==> config.mk <==
export PLATFORM = sky130hd
export DESIGN_NAME = dle_handshake_shortcut_filter_unit
export DESIGN_NICKNAME = d
export VERILOG_FILES = /design/src/hw/rtl/dhsf_pkg.sv /design/src/hw/rtl/dle_handshake_shortcut_filter_unit.sv /design/src/hw/rtl/dhsf_core.sv /design/src/hw/rtl/dhsf_outq.sv
export SDC_FILE = /design/constraint.sdc
export NUM_CORES = 1
export LEC_CHECK = 0
export BUFFER_PORTS_ARGS = -buffer_cell sky130_fd_sc_hd__clkbuf_2
export CORE_MARGIN = 5
export CORE_UTILIZATION = 66
export DETAILED_ROUTE_END_ITERATION = 7
export PLACE_DENSITY = 0.95
export SYNTH_ARGS = -nofsm -noshare
export SYNTH_HDL_FRONTEND = slang
export SYNTH_HIERARCHICAL = 1
export SYNTH_SLANG_ARGS = --single-unit
==> constraint.sdc <==
create_clock -name clk -period 9.75 [get_ports clk]
set_input_delay 0 -clock clk [delete_from_list [all_inputs] [get_ports clk]]
set_output_delay 0 -clock clk [all_outputs]
set_load 0.005 [all_outputs]
==> src/hw/rtl/dhsf_pkg.sv <==
// Shared types and constants of the DLE handshake shortcut filter.
package dhsf_pkg;

  // Input item kinds
  typedef enum logic [1:0] {
    KIND_BYTE       = 2'd0,
    KIND_CONNECT    = 2'd1,
    KIND_DISCONNECT = 2'd2,
    KIND_TICK       = 2'd3
  } kind_t;

  // Configuration register indexes
  localparam int unsigned CFG_IDX_W = 2;
  localparam logic [CFG_IDX_W-1:0] REG_ENABLED = 2'd0;
  localparam logic [CFG_IDX_W-1:0] REG_TIMEOUT = 2'd1;
  localparam logic [7:0] TIMEOUT_RESET = 8'd30;

  // Handshake phases
  localparam logic [2:0] PH_OFF         = 3'd0;
  localparam logic [2:0] PH_MASTER_S    = 3'd1;
  localparam logic [2:0] PH_MASTER_U    = 3'd2;
  localparam logic [2:0] PH_SLAVE_SHERE = 3'd3;
  localparam logic [2:0] PH_SLAVE_RP    = 3'd4;
  localparam logic [2:0] PH_DONE        = 3'd5;

  // Peer roles
  localparam logic [1:0] ROLE_NONE   = 2'd0;
  localparam logic [1:0] ROLE_MASTER = 2'd1;
  localparam logic [1:0] ROLE_SLAVE  = 2'd2;

  // Canned command codes
  localparam logic [2:0] INJ_NONE     = 3'd0;
  localparam logic [2:0] INJ_SHERE    = 3'd1;
  localparam logic [2:0] INJ_ROK      = 3'd2;
  localparam logic [2:0] INJ_PY       = 3'd3;
  localparam logic [2:0] INJ_S_INTRO  = 3'd4;
  localparam logic [2:0] INJ_UY       = 3'd5;

  // Receive hold controls
  localparam logic [1:0] HOLD_NONE    = 2'd0;
  localparam logic [1:0] HOLD_ARM     = 2'd1;
  localparam logic [1:0] HOLD_FLUSH   = 2'd2;
  localparam logic [1:0] HOLD_DISCARD = 2'd3;

  // Characters
  localparam logic [7:0] DLE_CODE = 8'h10;
  localparam logic [7:0] CH_NUL   = 8'h00;
  localparam logic [7:0] CH_CR    = 8'h0D;
  localparam logic [7:0] CH_LF    = 8'h0A;
  localparam logic [7:0] CH_S     = 8'h53;
  localparam logic [7:0] CH_U     = 8'h55;
  localparam logic [7:0] CH_R     = 8'h52;
  localparam logic [7:0] CH_P     = 8'h50;
  localparam int unsigned SHERE_LEN = 5;

  // Result queue depth
  localparam int unsigned OUTQ_DEPTH = 4;
  localparam int unsigned OUTQ_AW    = 2;

  // Session state, apart from the command length
  typedef struct packed {
    logic [2:0] phase;
    logic [1:0] role;
    logic       in_command;
    logic [7:0] first_char;
    logic       prefix_match;
    logic       seen_r;
    logic       seen_p;
    logic       peer_name_known;
    logic [7:0] elapsed_ticks;
    logic       timer_running;
  } sess_t;

  localparam sess_t SESS_RESET = '0;

  // One result beat
  typedef struct packed {
    logic       pass_valid;
    logic [7:0] pass_byte;
    logic [2:0] inject_code;
    logic [1:0] hold_control;
    logic [2:0] phase_now;
    logic       last;
  } res_t;

  // Results pushed by the core for one accepted item
  typedef struct packed {
    logic valid;
    logic two;
    res_t r0;
    res_t r1;
  } push_t;

  // Character of "Shere" at a given position
  function automatic logic [7:0] shere_char(input logic [2:0] idx);
    logic [7:0] c;
    case (idx)
      3'd0:    c = 8'h53;
      3'd1:    c = 8'h68;
      3'd2:    c = 8'h65;
      3'd3:    c = 8'h72;
      3'd4:    c = 8'h65;
      default: c = 8'h00;
    endcase
    return c;
  endfunction

endpackage

==> src/hw/rtl/dle_handshake_shortcut_filter_unit.sv <==
// Top level of the DLE handshake shortcut filter.
//
// Input channel (in_valid/in_ready): one beat per event: an outgoing byte,
// a connect, a disconnect or a one-second tick. Every beat yields one result
// beat, or two when a master frames the remote S command (ROK, then Py).
// Output channel (out_valid/out_ready): result beats in order; last marks
// the final beat of an input. Config channel (cfg_valid/cfg_ready) writes
// register 0 (enabled) or 1 (timeout_seconds); it is always ready.
// A result beat is offered the cycle after its input is accepted if no older
// beats wait. Throughput: one input beat per cycle while results drain at the
// same rate; the session state update happens in the accept cycle, so the
// next byte sees it at once. A 4-entry result queue sets the backpressure:
// in_ready is high while the queue has room for two beats, so a stalled
// receiver stops input after two or three beats and nothing is lost.
// Reset: disabled, timeout 30, phase off, queue empty.
module dle_handshake_shortcut_filter_unit #(
  parameter int unsigned CMD_MAX = 256
) (
  input  logic                           clk,
  input  logic                           rst,
  input  logic                           in_valid,
  output logic                           in_ready,
  input  logic [1:0]                     kind,
  input  logic [7:0]                     data_byte,
  input  logic                           outgoing,
  input  logic                           login_prompt,
  input  logic                           peer_known,
  output logic                           out_valid,
  input  logic                           out_ready,
  output logic                           pass_valid,
  output logic [7:0]                     pass_byte,
  output logic [2:0]                     inject_code,
  output logic [1:0]                     hold_control,
  output logic [2:0]                     phase_now,
  output logic                           last,
  input  logic                           cfg_valid,
  output logic                           cfg_ready,
  input  logic [dhsf_pkg::CFG_IDX_W-1:0] cfg_index,
  input  logic [7:0]                     cfg_data
);

  dhsf_pkg::push_t push;
  dhsf_pkg::res_t  head;
  logic            in_accept;
  logic            space_ok;

  assign in_ready  = space_ok;
  assign in_accept = in_valid && in_ready;
  assign cfg_ready = 1'b1;

  // Session logic
  dhsf_core #(
    .CMD_MAX(CMD_MAX)
  ) u_core (
    .clk         (clk),
    .rst         (rst),
    .in_accept   (in_accept),
    .kind        (kind),
    .data_byte   (data_byte),
    .outgoing    (outgoing),
    .login_prompt(login_prompt),
    .peer_known  (peer_known),
    .cfg_we      (cfg_valid && cfg_ready),
    .cfg_index   (cfg_index),
    .cfg_data    (cfg_data),
    .push        (push)
  );

  // Result queue
  dhsf_outq u_outq (
    .clk      (clk),
    .rst      (rst),
    .push     (push),
    .space_ok (space_ok),
    .out_valid(out_valid),
    .out_ready(out_ready),
    .head     (head)
  );

  assign pass_valid   = head.pass_valid;
  assign pass_byte    = head.pass_byte;
  assign inject_code  = head.inject_code;
  assign hold_control = head.hold_control;
  assign phase_now    = head.phase_now;
  assign last         = head.last;

endmodule

==> src/hw/rtl/dhsf_core.sv <==
// Session state, command framing and result generation for one item per cycle.
module dhsf_core #(
  parameter int unsigned CMD_MAX = 256
) (
  input  logic                              clk,
  input  logic                              rst,
  input  logic                              in_accept,
  input  logic [1:0]                        kind,
  input  logic [7:0]                        data_byte,
  input  logic                              outgoing,
  input  logic                              login_prompt,
  input  logic                              peer_known,
  input  logic                              cfg_we,
  input  logic [dhsf_pkg::CFG_IDX_W-1:0]    cfg_index,
  input  logic [7:0]                        cfg_data,
  output dhsf_pkg::push_t                   push
);

  localparam int unsigned LEN_W = $clog2(CMD_MAX);
  localparam logic [LEN_W:0] CMD_LIMIT = (LEN_W + 1)'(CMD_MAX);

  dhsf_pkg::sess_t sess;
  dhsf_pkg::sess_t sess_next;
  logic [LEN_W-1:0] command_length;
  logic [LEN_W-1:0] command_length_next;
  logic             enabled;
  logic [7:0]       timeout_seconds;

  logic [LEN_W:0]   len_inc;
  logic             active;
  logic             is_term;
  logic             keep_phase0;
  logic             seen_r_n;
  logic             seen_p_n;
  dhsf_pkg::res_t   r0;
  dhsf_pkg::res_t   r1;
  logic             two;

  assign len_inc = {1'b0, command_length} + (LEN_W + 1)'(1);
  assign active  = (sess.phase == dhsf_pkg::PH_MASTER_S) ||
                   (sess.phase == dhsf_pkg::PH_MASTER_U) ||
                   (sess.phase == dhsf_pkg::PH_SLAVE_SHERE) ||
                   (sess.phase == dhsf_pkg::PH_SLAVE_RP);
  assign is_term = (data_byte == dhsf_pkg::CH_NUL) || (data_byte == dhsf_pkg::CH_CR) ||
                   (data_byte == dhsf_pkg::CH_LF);
  assign seen_r_n = sess.seen_r | (sess.first_char == dhsf_pkg::CH_R);
  assign seen_p_n = sess.seen_p | (sess.first_char == dhsf_pkg::CH_P);

  // Compute next session state and the results of the item
  always_comb begin
    sess_next           = sess;
    command_length_next = command_length;
    r0                  = '0;
    r0.last             = 1'b1;
    r1                  = '0;
    r1.last             = 1'b1;
    two                 = 1'b0;
    keep_phase0         = 1'b0;
    case (dhsf_pkg::kind_t'(kind))
      dhsf_pkg::KIND_BYTE: begin
        if (!enabled || !active) begin
          r0.pass_valid = 1'b1;
          r0.pass_byte  = data_byte;
        end else if (sess.timer_running && (sess.elapsed_ticks > timeout_seconds)) begin
          // timeout: flush the hold and fall back to pass-through
          sess_next           = dhsf_pkg::SESS_RESET;
          command_length_next = '0;
          r0.pass_valid       = 1'b1;
          r0.pass_byte        = data_byte;
          r0.hold_control     = dhsf_pkg::HOLD_FLUSH;
        end else if (!sess.in_command) begin
          if (data_byte == dhsf_pkg::DLE_CODE) begin
            sess_next.in_command   = 1'b1;
            sess_next.first_char   = '0;
            sess_next.prefix_match = 1'b1;
            command_length_next    = '0;
          end
        end else if (is_term) begin
          // command framed: match against the canned exchange
          sess_next.in_command = 1'b0;
          if (sess.role == dhsf_pkg::ROLE_MASTER) begin
            if (sess.phase == dhsf_pkg::PH_MASTER_S && sess.first_char == dhsf_pkg::CH_S) begin
              sess_next.phase = dhsf_pkg::PH_MASTER_U;
              r0.inject_code  = dhsf_pkg::INJ_ROK;
              r0.last         = 1'b0;
              r1.inject_code  = dhsf_pkg::INJ_PY;
              keep_phase0     = 1'b1;
              two             = 1'b1;
            end else if (sess.phase == dhsf_pkg::PH_MASTER_U &&
                         sess.first_char == dhsf_pkg::CH_U) begin
              sess_next.phase = dhsf_pkg::PH_DONE;
              r0.hold_control = dhsf_pkg::HOLD_FLUSH;
            end
          end else if (sess.role == dhsf_pkg::ROLE_SLAVE) begin
            if (sess.phase == dhsf_pkg::PH_SLAVE_SHERE && sess.prefix_match &&
                command_length >= LEN_W'(dhsf_pkg::SHERE_LEN)) begin
              if (!sess.peer_name_known) begin
                sess_next           = dhsf_pkg::SESS_RESET;
                command_length_next = '0;
                r0.hold_control     = dhsf_pkg::HOLD_DISCARD;
              end else begin
                sess_next.phase = dhsf_pkg::PH_SLAVE_RP;
                r0.inject_code  = dhsf_pkg::INJ_S_INTRO;
              end
            end else if (sess.phase == dhsf_pkg::PH_SLAVE_RP) begin
              sess_next.seen_r = seen_r_n;
              sess_next.seen_p = seen_p_n;
              if (seen_r_n && seen_p_n) begin
                sess_next.phase = dhsf_pkg::PH_DONE;
                r0.inject_code  = dhsf_pkg::INJ_UY;
                r0.hold_control = dhsf_pkg::HOLD_FLUSH;
              end
            end
          end
        end else if (len_inc < CMD_LIMIT) begin
          // payload byte: track first char and the Shere prefix
          if (command_length == '0) begin
            sess_next.first_char = data_byte;
          end
          if ((command_length < LEN_W'(dhsf_pkg::SHERE_LEN)) &&
              (data_byte != dhsf_pkg::shere_char(command_length[2:0]))) begin
            sess_next.prefix_match = 1'b0;
          end
          command_length_next = len_inc[LEN_W-1:0];
        end else begin
          // command overflow: drop the session
          sess_next           = dhsf_pkg::SESS_RESET;
          command_length_next = '0;
          r0.pass_valid       = 1'b1;
          r0.pass_byte        = data_byte;
          r0.hold_control     = dhsf_pkg::HOLD_DISCARD;
        end
      end
      dhsf_pkg::KIND_CONNECT: begin
        if (enabled) begin
          sess_next           = dhsf_pkg::SESS_RESET;
          command_length_next = '0;
          if ((!outgoing && login_prompt) || (outgoing && !peer_known)) begin
            r0.hold_control = dhsf_pkg::HOLD_DISCARD;
          end else begin
            sess_next.role            = outgoing ? dhsf_pkg::ROLE_MASTER : dhsf_pkg::ROLE_SLAVE;
            sess_next.phase           = outgoing ? dhsf_pkg::PH_MASTER_S :
                                                   dhsf_pkg::PH_SLAVE_SHERE;
            sess_next.peer_name_known = peer_known;
            sess_next.timer_running   = 1'b1;
            r0.inject_code            = outgoing ? dhsf_pkg::INJ_SHERE : dhsf_pkg::INJ_NONE;
            r0.hold_control           = dhsf_pkg::HOLD_ARM;
          end
        end
      end
      dhsf_pkg::KIND_DISCONNECT: begin
        sess_next           = dhsf_pkg::SESS_RESET;
        command_length_next = '0;
        r0.hold_control     = dhsf_pkg::HOLD_DISCARD;
      end
      dhsf_pkg::KIND_TICK: begin
        // saturating tick count while the timer runs
        if (sess.timer_running && (sess.elapsed_ticks != 8'hFF)) begin
          sess_next.elapsed_ticks = sess.elapsed_ticks + 8'd1;
        end
      end
      default: begin
      end
    endcase
    r0.phase_now = keep_phase0 ? sess.phase : sess_next.phase;
    r1.phase_now = sess_next.phase;
  end

  assign push.valid = in_accept;
  assign push.two   = two;
  assign push.r0    = r0;
  assign push.r1    = r1;

  // Hold configuration and session state
  always_ff @(posedge clk) begin
    if (rst) begin
      sess            <= dhsf_pkg::SESS_RESET;
      command_length  <= '0;
      enabled         <= 1'b0;
      timeout_seconds <= dhsf_pkg::TIMEOUT_RESET;
    end else if (cfg_we) begin
      unique case (cfg_index)
        dhsf_pkg::REG_ENABLED: begin
          enabled <= cfg_data[0];
          if (!cfg_data[0]) begin
            sess           <= dhsf_pkg::SESS_RESET;
            command_length <= '0;
          end
        end
        dhsf_pkg::REG_TIMEOUT: timeout_seconds <= cfg_data;
        default: begin
        end
      endcase
    end else if (in_accept) begin
      sess           <= sess_next;
      command_length <= command_length_next;
    end
  end

endmodule

==> src/hw/rtl/dhsf_outq.sv <==
// Result queue: takes one or two result beats per cycle, delivers one while out_ready is high.
module dhsf_outq (
  input  logic            clk,
  input  logic            rst,
  input  dhsf_pkg::push_t push,
  output logic            space_ok,
  output logic            out_valid,
  input  logic            out_ready,
  output dhsf_pkg::res_t  head
);

  localparam int unsigned CNT_W = dhsf_pkg::OUTQ_AW + 1;

  dhsf_pkg::res_t mem [dhsf_pkg::OUTQ_DEPTH];
  logic [dhsf_pkg::OUTQ_AW-1:0] wr_ptr;
  logic [dhsf_pkg::OUTQ_AW-1:0] rd_ptr;
  logic [CNT_W-1:0]             count;
  logic [CNT_W-1:0]             push_n;
  logic                         pop;

  assign out_valid = (count != '0);
  assign head      = mem[rd_ptr];
  assign pop       = out_valid && out_ready;
  assign space_ok  = (count <= CNT_W'(dhsf_pkg::OUTQ_DEPTH - 2));
  assign push_n    = !push.valid ? CNT_W'(0) : (push.two ? CNT_W'(2) : CNT_W'(1));

  // Store pushed beats
  always_ff @(posedge clk) begin
    if (push.valid) begin
      mem[wr_ptr] <= push.r0;
      if (push.two) begin
        mem[wr_ptr + dhsf_pkg::OUTQ_AW'(1)] <= push.r1;
      end
    end
  end

  // Advance pointers and count
  always_ff @(posedge clk) begin
    if (rst) begin
      wr_ptr <= '0;
      rd_ptr <= '0;
      count  <= '0;
    end else begin
      wr_ptr <= wr_ptr + push_n[dhsf_pkg::OUTQ_AW-1:0];
      if (pop) begin
        rd_ptr <= rd_ptr + dhsf_pkg::OUTQ_AW'(1);
      end
      count <= count + push_n - CNT_W'(pop);
    end
  end

endmodule
==> impl_results.md, run 1 <==
- Hpwl dp: 12200 µm
- # setup viols final: 0
- Area Overhead vs Synth: 12.4%
- Max frequency: 212 MHz
- Final Cycle Share: about half
- First-pass GRT wire length: 30300 µm
- Drt pass-1 iters: 6
- Starting density of the core: between 60% and 70%
- Slew @ Worst Pin: 1.16 ns
- Initial antenna violation count: 0
- Pwr Total: 1600 µW
- Pre-CTS WS: 5.11 ns
- Simple-Gate Fraction of Synth Area: between 10% and 20%
- Antenna-violating nets left: 0
- Worst Setup Start Kind: register
- Flops & latches, synth: 125
- Vias in the first global route: between 6000 and 7000
- Setup bufs post-CTS: 0
- Worst setup margin: 5.04 ns
- Cts repair resizes: 0
- Via count of the routed design: 5829
- Peak supply drop: 0.183 mV
- Antenna Cells: 0
- Hold buffers post-CTS: 20
- Max FO, Critical Path: 18
- Port Buffer Count: 47
- Max-cap violations: 0
- Crit path time final: about 4.7 ns
- Setup CP Type: register to register
- Outcome: completed
- Synth Area in Adders: 3.98%
- Die Wd: approximately 120 µm
- # rows: 39
- Routed wire length: around 19000 µm
- P_leak: 0.00333 µW
- Worst-path clk slew: 0.06 ns
- Vias per cell: 6.42
- Area occupied by registers: 0.00322 mm²
- Clk buf depth: 2
- Fillers: 700
- # clock sinks: 125
- DP Area: 0.00786 mm²
- Synth Warn #: 6
- Fin. Hold Viols: 0
- Largest family of logic cells by synthesized area: multiplexers
- Gpl congestion: 0.946
- Mux share of post-synthesis cell area: 19.1%
- Die Y: 118 µm
- Post-synth top flop: edfxtp_1
- XOR/XNOR share of the synthesized area: 0.907%
- Unrepaired setup endpoints after global routing: no
- Post-Syn Area: 0.00773 mm²
- Iter 0 DRT Violations: 801
- TritonCTS clock tree: yes
- Clk Latency, worst-skew pair: 0.42 ns
- Root buf cell: clkbuf_16
- Grt total ovfl: 0
- Final Core Density: 75.7%
- Core area: 0.0115 mm²
- Power Density: ~180 mW/mm²
- Syn Inst Count: around 700
- Post-Route Setup TNS: 0 ns
- Fin nets: 804
- Distinct cells, synth: 87
- Post-route DRC: 0
- Clock Skew: about 0.0045 ns
- FFs w/ async S/R, synth: 0%
- Crit end category: register
- Relative slew slack: between 20 and 25%
- CP Data Required Time: 9.93 ns
- Syn Area/Cell: roughly 11 µm²
- Boundary Pins: 49
- Gr usage total: 27.0%
- Arr. time, crit path: 4.89 ns
- Min-delay worst type: input port to register
- TritonCTS Buffers: 17
- EDFF count, synth: 72
- Compound-Gate Fraction of Synth Area: 11.3%
- Area of the die: about 0.014 mm²
- Multi-input gate area: ~0.0041 mm²
- Final Max Slew Viols: 0
- Design area: 0.00868 mm²
- Ratio of cells with drive above 1 in the final layout: a little over a quarter
- Sequential area share after synthesis: 41.7%
- H-tree depth: 4
- Routed WL per cell: 20.4 µm
- Largest net degree at the start of global routing: 36
-- through the flow --
step           hold slack, ns  instances
2_1_floorplan          0.0667        712
3_3_place_gp            0.234        856
3_5_place_dp            0.251        856
4_1_cts               0.00172        908
5_1_grt                0.0349        908
6_report               0.0201        908
-- report_power, final --
group          internal [µW]  leakage (µW)  switching (µW)
clock                    428      0.000292             246
combinational            145       0.00192             150
sequential               606       0.00112            28.5
total                   1180       0.00333             424
-- cells in the mapped netlist (9+ instances only) --
library cell  count  area share, %
ha_1             23            3.7
a21oi_1          28            1.8
nand3_1          23            1.5
mux2_4           20            3.9
mux2i_1          17            2.2
nor3_1           17            1.1
mux4_2           18            5.2
edfxtp_1         72             28
dfxtp_1          53             14
mux2_2           53            7.7
buf_4            20            1.9
nor2_1           38            1.8
o21ai_0          32            2.1
buf_6             9            1.3
nand2_1          54            2.6
and2_1           12           0.97
nor2b_1          12           0.97
inv_1            31            1.5
-- final timing paths --
path	startpoint	to	slack (ns)	cells after the start
max	u_core/sess[1]	u_outq/mem[1][3]	5.04	12
min	data_byte[0]	u_core/sess[13]	0.02	3
max reg2reg	u_core/sess[1]	u_outq/mem[1][3]	5.04	12
min reg2reg	u_core/sess[17]	u_core/sess[17]	0.48	2
-- final cells by class --
| cell class | instances | share of cell area [%] |
|---|---|---|
| multi-input combinational | 505 | 46.9 |
| sequential | 125 | 37.1 |
| timing repair buffer | 72 | 5.45 |
| clock buffer | 18 | 4.94 |
| clock inverter | 14 | 2.19 |
| tap | 143 | 2.06 |
| inverter | 31 | 1.34 |
-- state kept, by name (all words and copies together) (netlist names), named ones only --
| register | count |
|---|---|
| u_core/timeout_seconds | 8 |
| u_outq/count | 3 |
| u_core/enabled | 1 |
| u_outq/wr_ptr | 2 |
| u_core/sess | 27 |
| u_outq/mem | 72 |
| u_outq/rd_ptr | 2 |
| u_core/command_length | 8 |
-- per-layer routing --
metal  vias up  part of all wire [%]  global-route usage (%)
li1       2691                     -                       -
met1      2768                    38                    31.3
met2       304                    51                    47.6
met3        66                   6.8                    5.01
met4         0                   3.7                    13.6
met5         -                     0                       0
-- critical path: stages, from the launching register on --
cell and delay (ns):
dfxtp_1 0.40, inv_1 0.06, ha_1 0.28, nand4_1 0.10, o21ai_0 0.16, a21oi_1 0.11
nor2_2 0.41, nand2_1 0.18, or4_2 0.74, inv_1 0.52, nand2_4 0.14, nor3_4 0.91
mux2_2 0.43
-- logic make-up (layout without fill, tap and decap cells) --
family,after synthesis,in the layout
simple gates,227,227
buf+inv,82,135
flops,125,125
fa+ha+maj,24,24
other cells,3,14
xor+xnor,8,8
mux,108,108
compound gates,124,124
-- cell usage in the layout (no fill, tap or decap), types with 18 or more instances in the layout --
master         netlist  layout
a21oi_1             28      28
clkbuf_2             3      47
dfxtp_1             53      53
dlygate4sd3_1        0      20
edfxtp_1            72      72
ha_1                23      23
inv_1               31      31
mux2_2              53      53
mux2_4              20      20
mux4_2              18      18
nand2_1             54      54
nand3_1             23      23
nor2_1              38      38
o21ai_0             32      32
Power figures use the tool's default switching activity.
==> run 2: changes to the inputs <==
--- a/config.mk
+++ b/config.mk
@@ -7,9 +7,9 @@
 export LEC_CHECK = 0
 export BUFFER_PORTS_ARGS = -buffer_cell sky130_fd_sc_hd__clkbuf_2
 export CORE_MARGIN = 5
-export CORE_UTILIZATION = 66
+export CORE_UTILIZATION = 56
 export DETAILED_ROUTE_END_ITERATION = 7
-export PLACE_DENSITY = 0.95
+export PLACE_DENSITY = 0.88
 export SYNTH_ARGS = -nofsm -noshare
 export SYNTH_HDL_FRONTEND = slang
 export SYNTH_HIERARCHICAL = 1
==> constraint.sdc (replaced) <==
create_clock -name clk -period 4.1 [get_ports clk]
set_input_delay 0 -clock clk [delete_from_list [all_inputs] [get_ports clk]]
set_output_delay 0 -clock clk [all_outputs]
set_load 0.005 [all_outputs]
==> impl_results.md, run 2 (synthesis gave the netlist of run 1 again) <==
- CP Data Required Time: 4.38 ns (-5.55 ns)
- Commonest non-fill, non-tap cell in the layout: edfxtp_1
- Fin nets: 813 (+1.1%)
- Largest register FFs: 72 (unchanged)
- Largest net degree at the start of global routing: 36 (unchanged)
- Vias in the first global route: 5612 (-6.7%)
- Initial antenna violation count: 0 (unchanged)
- Slew @ Worst Pin: 0.900 ns (-0.263 ns)
- Worst-path clk slew: 0.05 ns (about the same)
- Hpwl dp: 11500 µm (-5.3%)
- Min-delay worst type: input port to register
- Area of the die: 0.0163 mm² (+16%)
- Reg with most FFs: u_outq/mem
- # clock sinks: 125 (unchanged)
- Routed wire length: 17700 µm (-4.5%)
- Boundary Pins: 49 (unchanged)
- Fillers: 1021 (+46%)
- Grt total ovfl: 0 (unchanged)
- Crit-path slowest cell: or3b_2
- Final Max Slew Viols: 0 (unchanged)
- TritonCTS clock tree: yes
- Root buf cell: clkbuf_16
- Max FO, Critical Path: 5 (-13)
- Ratio of cells with drive above 1 in the final layout: 27.5% (+1.1 points)
- Arr. time, crit path: 4.02 ns (-0.87 ns)
- Worst stage delay on the critical path: 0.46 ns (-0.45 ns)
- Fin. Hold Viols: 0 (unchanged)
- Final Cycle Share: 91.1% (+43 points)
- Antenna-violating nets left: 0 (unchanged)
- Drt pass-1 iters: 6 (unchanged)
- Combined buffer and inverter count along the critical path: 4 (+2)
- Port Buffer Count: 47 (unchanged)
- Antenna Cells: 0 (unchanged)
- Iter 0 DRT Violations: 543 (-32%)
- Peak supply drop: 0.209 mV (+14%)
- Die Wd: 127 µm (+7.8%)
- Core area: 0.0137 mm² (+20%)
- Clock Skew: 0.00633 ns (+0.00179 ns)
- Unrepaired setup endpoints after global routing: no
- First-pass GRT wire length: 28600 µm (-5.4%)
- Crit end category: register
- # setup viols final: 0 (unchanged)
- DP Area: 0.00796 mm² (+1.3%)
- Most frequent CP cell: inv_1
- Post-Route Setup TNS: 0 ns (unchanged)
- Clk Latency, worst-skew pair: 0.42 ns (about the same)
- Max-cap violations: 0 (unchanged)
- Setup CP Type: register to register
- P_leak: 0.00336 µW (+1.0%)
- H-tree depth: 4 (unchanged)
- Clk buf depth: 2 (unchanged)
- TritonCTS Buffers: 17 (unchanged)
- Top flop regs: u_outq/mem (72), u_core/sess (27)
- # rows: 43 (+10%)
- Vias per cell: 5.95 (-7.3%)
- Relative slew slack: 39.9% (+18 points)
- Worst Setup Start Kind: register
- Crit-path cells: inv_1 > ha_1 > nand4_1 > or3b_2 > a21oi_2 > nor2_4 > nand2_1 > or4_2 > inv_1 > or2b_2 > ha_1 > inv_1 > ha_1 > inv_1 > fa_1 > xnor2_1 > xnor2_1 > nor2_1
- Design area: 0.00879 mm² (+1.2%)
- Gpl congestion: 0.934 (-1.3%)
- Outcome: completed
- Post-route DRC: 0 (unchanged)
- Most frequent cells in the layout: 72 x edfxtp_1, 54 x nand2_1, 53 x mux2_2, 53 x dfxtp_1, 47 x clkbuf_2
- Crit path time final: 3.73 ns (-0.980 ns)
- Area Overhead vs Synth: 13.7%
- Max frequency: 268 MHz (+26%)
- Routed WL per cell: 18.6 µm (-9.1%)
- Die Y: 127 µm (+7.8%)
- Critical path's top delay family: simple AND/OR/NAND/NOR gates
- Via count of the routed design: 5679 (-2.6%)
- Power Density: 426 mW/mm² (+130%)
- Starting density of the core: 56.3% (-11 points)
- Gr usage total: 22.4% (-4.6 points)
-- run 2: changes by cell type in the layout (fill, tap and decap cells not counted), sizes merged --
cell	delta
clkbuf	+1
buf	+9
clkinvlp	+1
clkinv	+1
inv	-2
bufinv	-1
-- run 2: worst paths after layout --
kind	start	to	slack (ns)	cells after the start
setup / recovery	u_core/sess[1]	u_outq/count[2]	0.37	18
hold / removal	out_ready	u_outq/rd_ptr[0]	0.05	4
setup reg to reg	u_core/sess[1]	u_outq/count[2]	0.37	18
hold reg to reg	u_core/sess[17]	u_core/sess[17]	0.47	2
-- run 2: routing by layer --
metal / track usage [%] / wire, µm
met1: 27.3 / 7190
met2: 39.4 / 9350
met3: 4.60 / 864
met4: 7.82 / 333
met5: 0 / 0
-- run 2: tightest hold or removal path: cells and delay by family --
kind,cells,cell delay [ns]
xor gates and xnor gates,1,0.14
AOI/OAI and AO/OA,1,0.13
buffers and inverters,1,0.09
and+or+nand+nor,1,0.08
-- run 2: cell type report --
class                   instances  area, µm²  area share, %
clock buffers                  19        443           5.04
repair buffers                 81        541           6.15
flip-flops and latches        125       3220           36.7
well taps                     180        225           2.56
multi-input cells             505       4080           46.4
inverters                      31        116           1.32
clock inverters                13        165           1.88
-- run 2: timing repair --
action                                  CTS  global route
resized for setup                         0             2
buffers inserted                          0             2
endpoints found under the hold margin    19             0
hold buffers                             20             0
endpoints found under the setup margin    0             8
-- run 2: power breakdown --
part / switching (µW) / internal (µW)
Clock: 564 / 972
Combinational: 351 / 350
Sequential: 69.3 / 1440
Total: 985 / 2760
-- run 2: through the flow --
stage	hold slack [ns]	setup WS, ns	total power [µW]	std cells	util (%)
after CTS	0.0395	0.125	3770	952	63.9
after detailed placement	0.240	0.157	2220	900	58.0
final	0.0472	0.366	3750	954	64.1
after floorplan	0.0667	0.121	2020	712	-
after global routing	0.0696	0.0766	3910	954	64.1
after global placement	0.233	0.293	2200	900	58.0
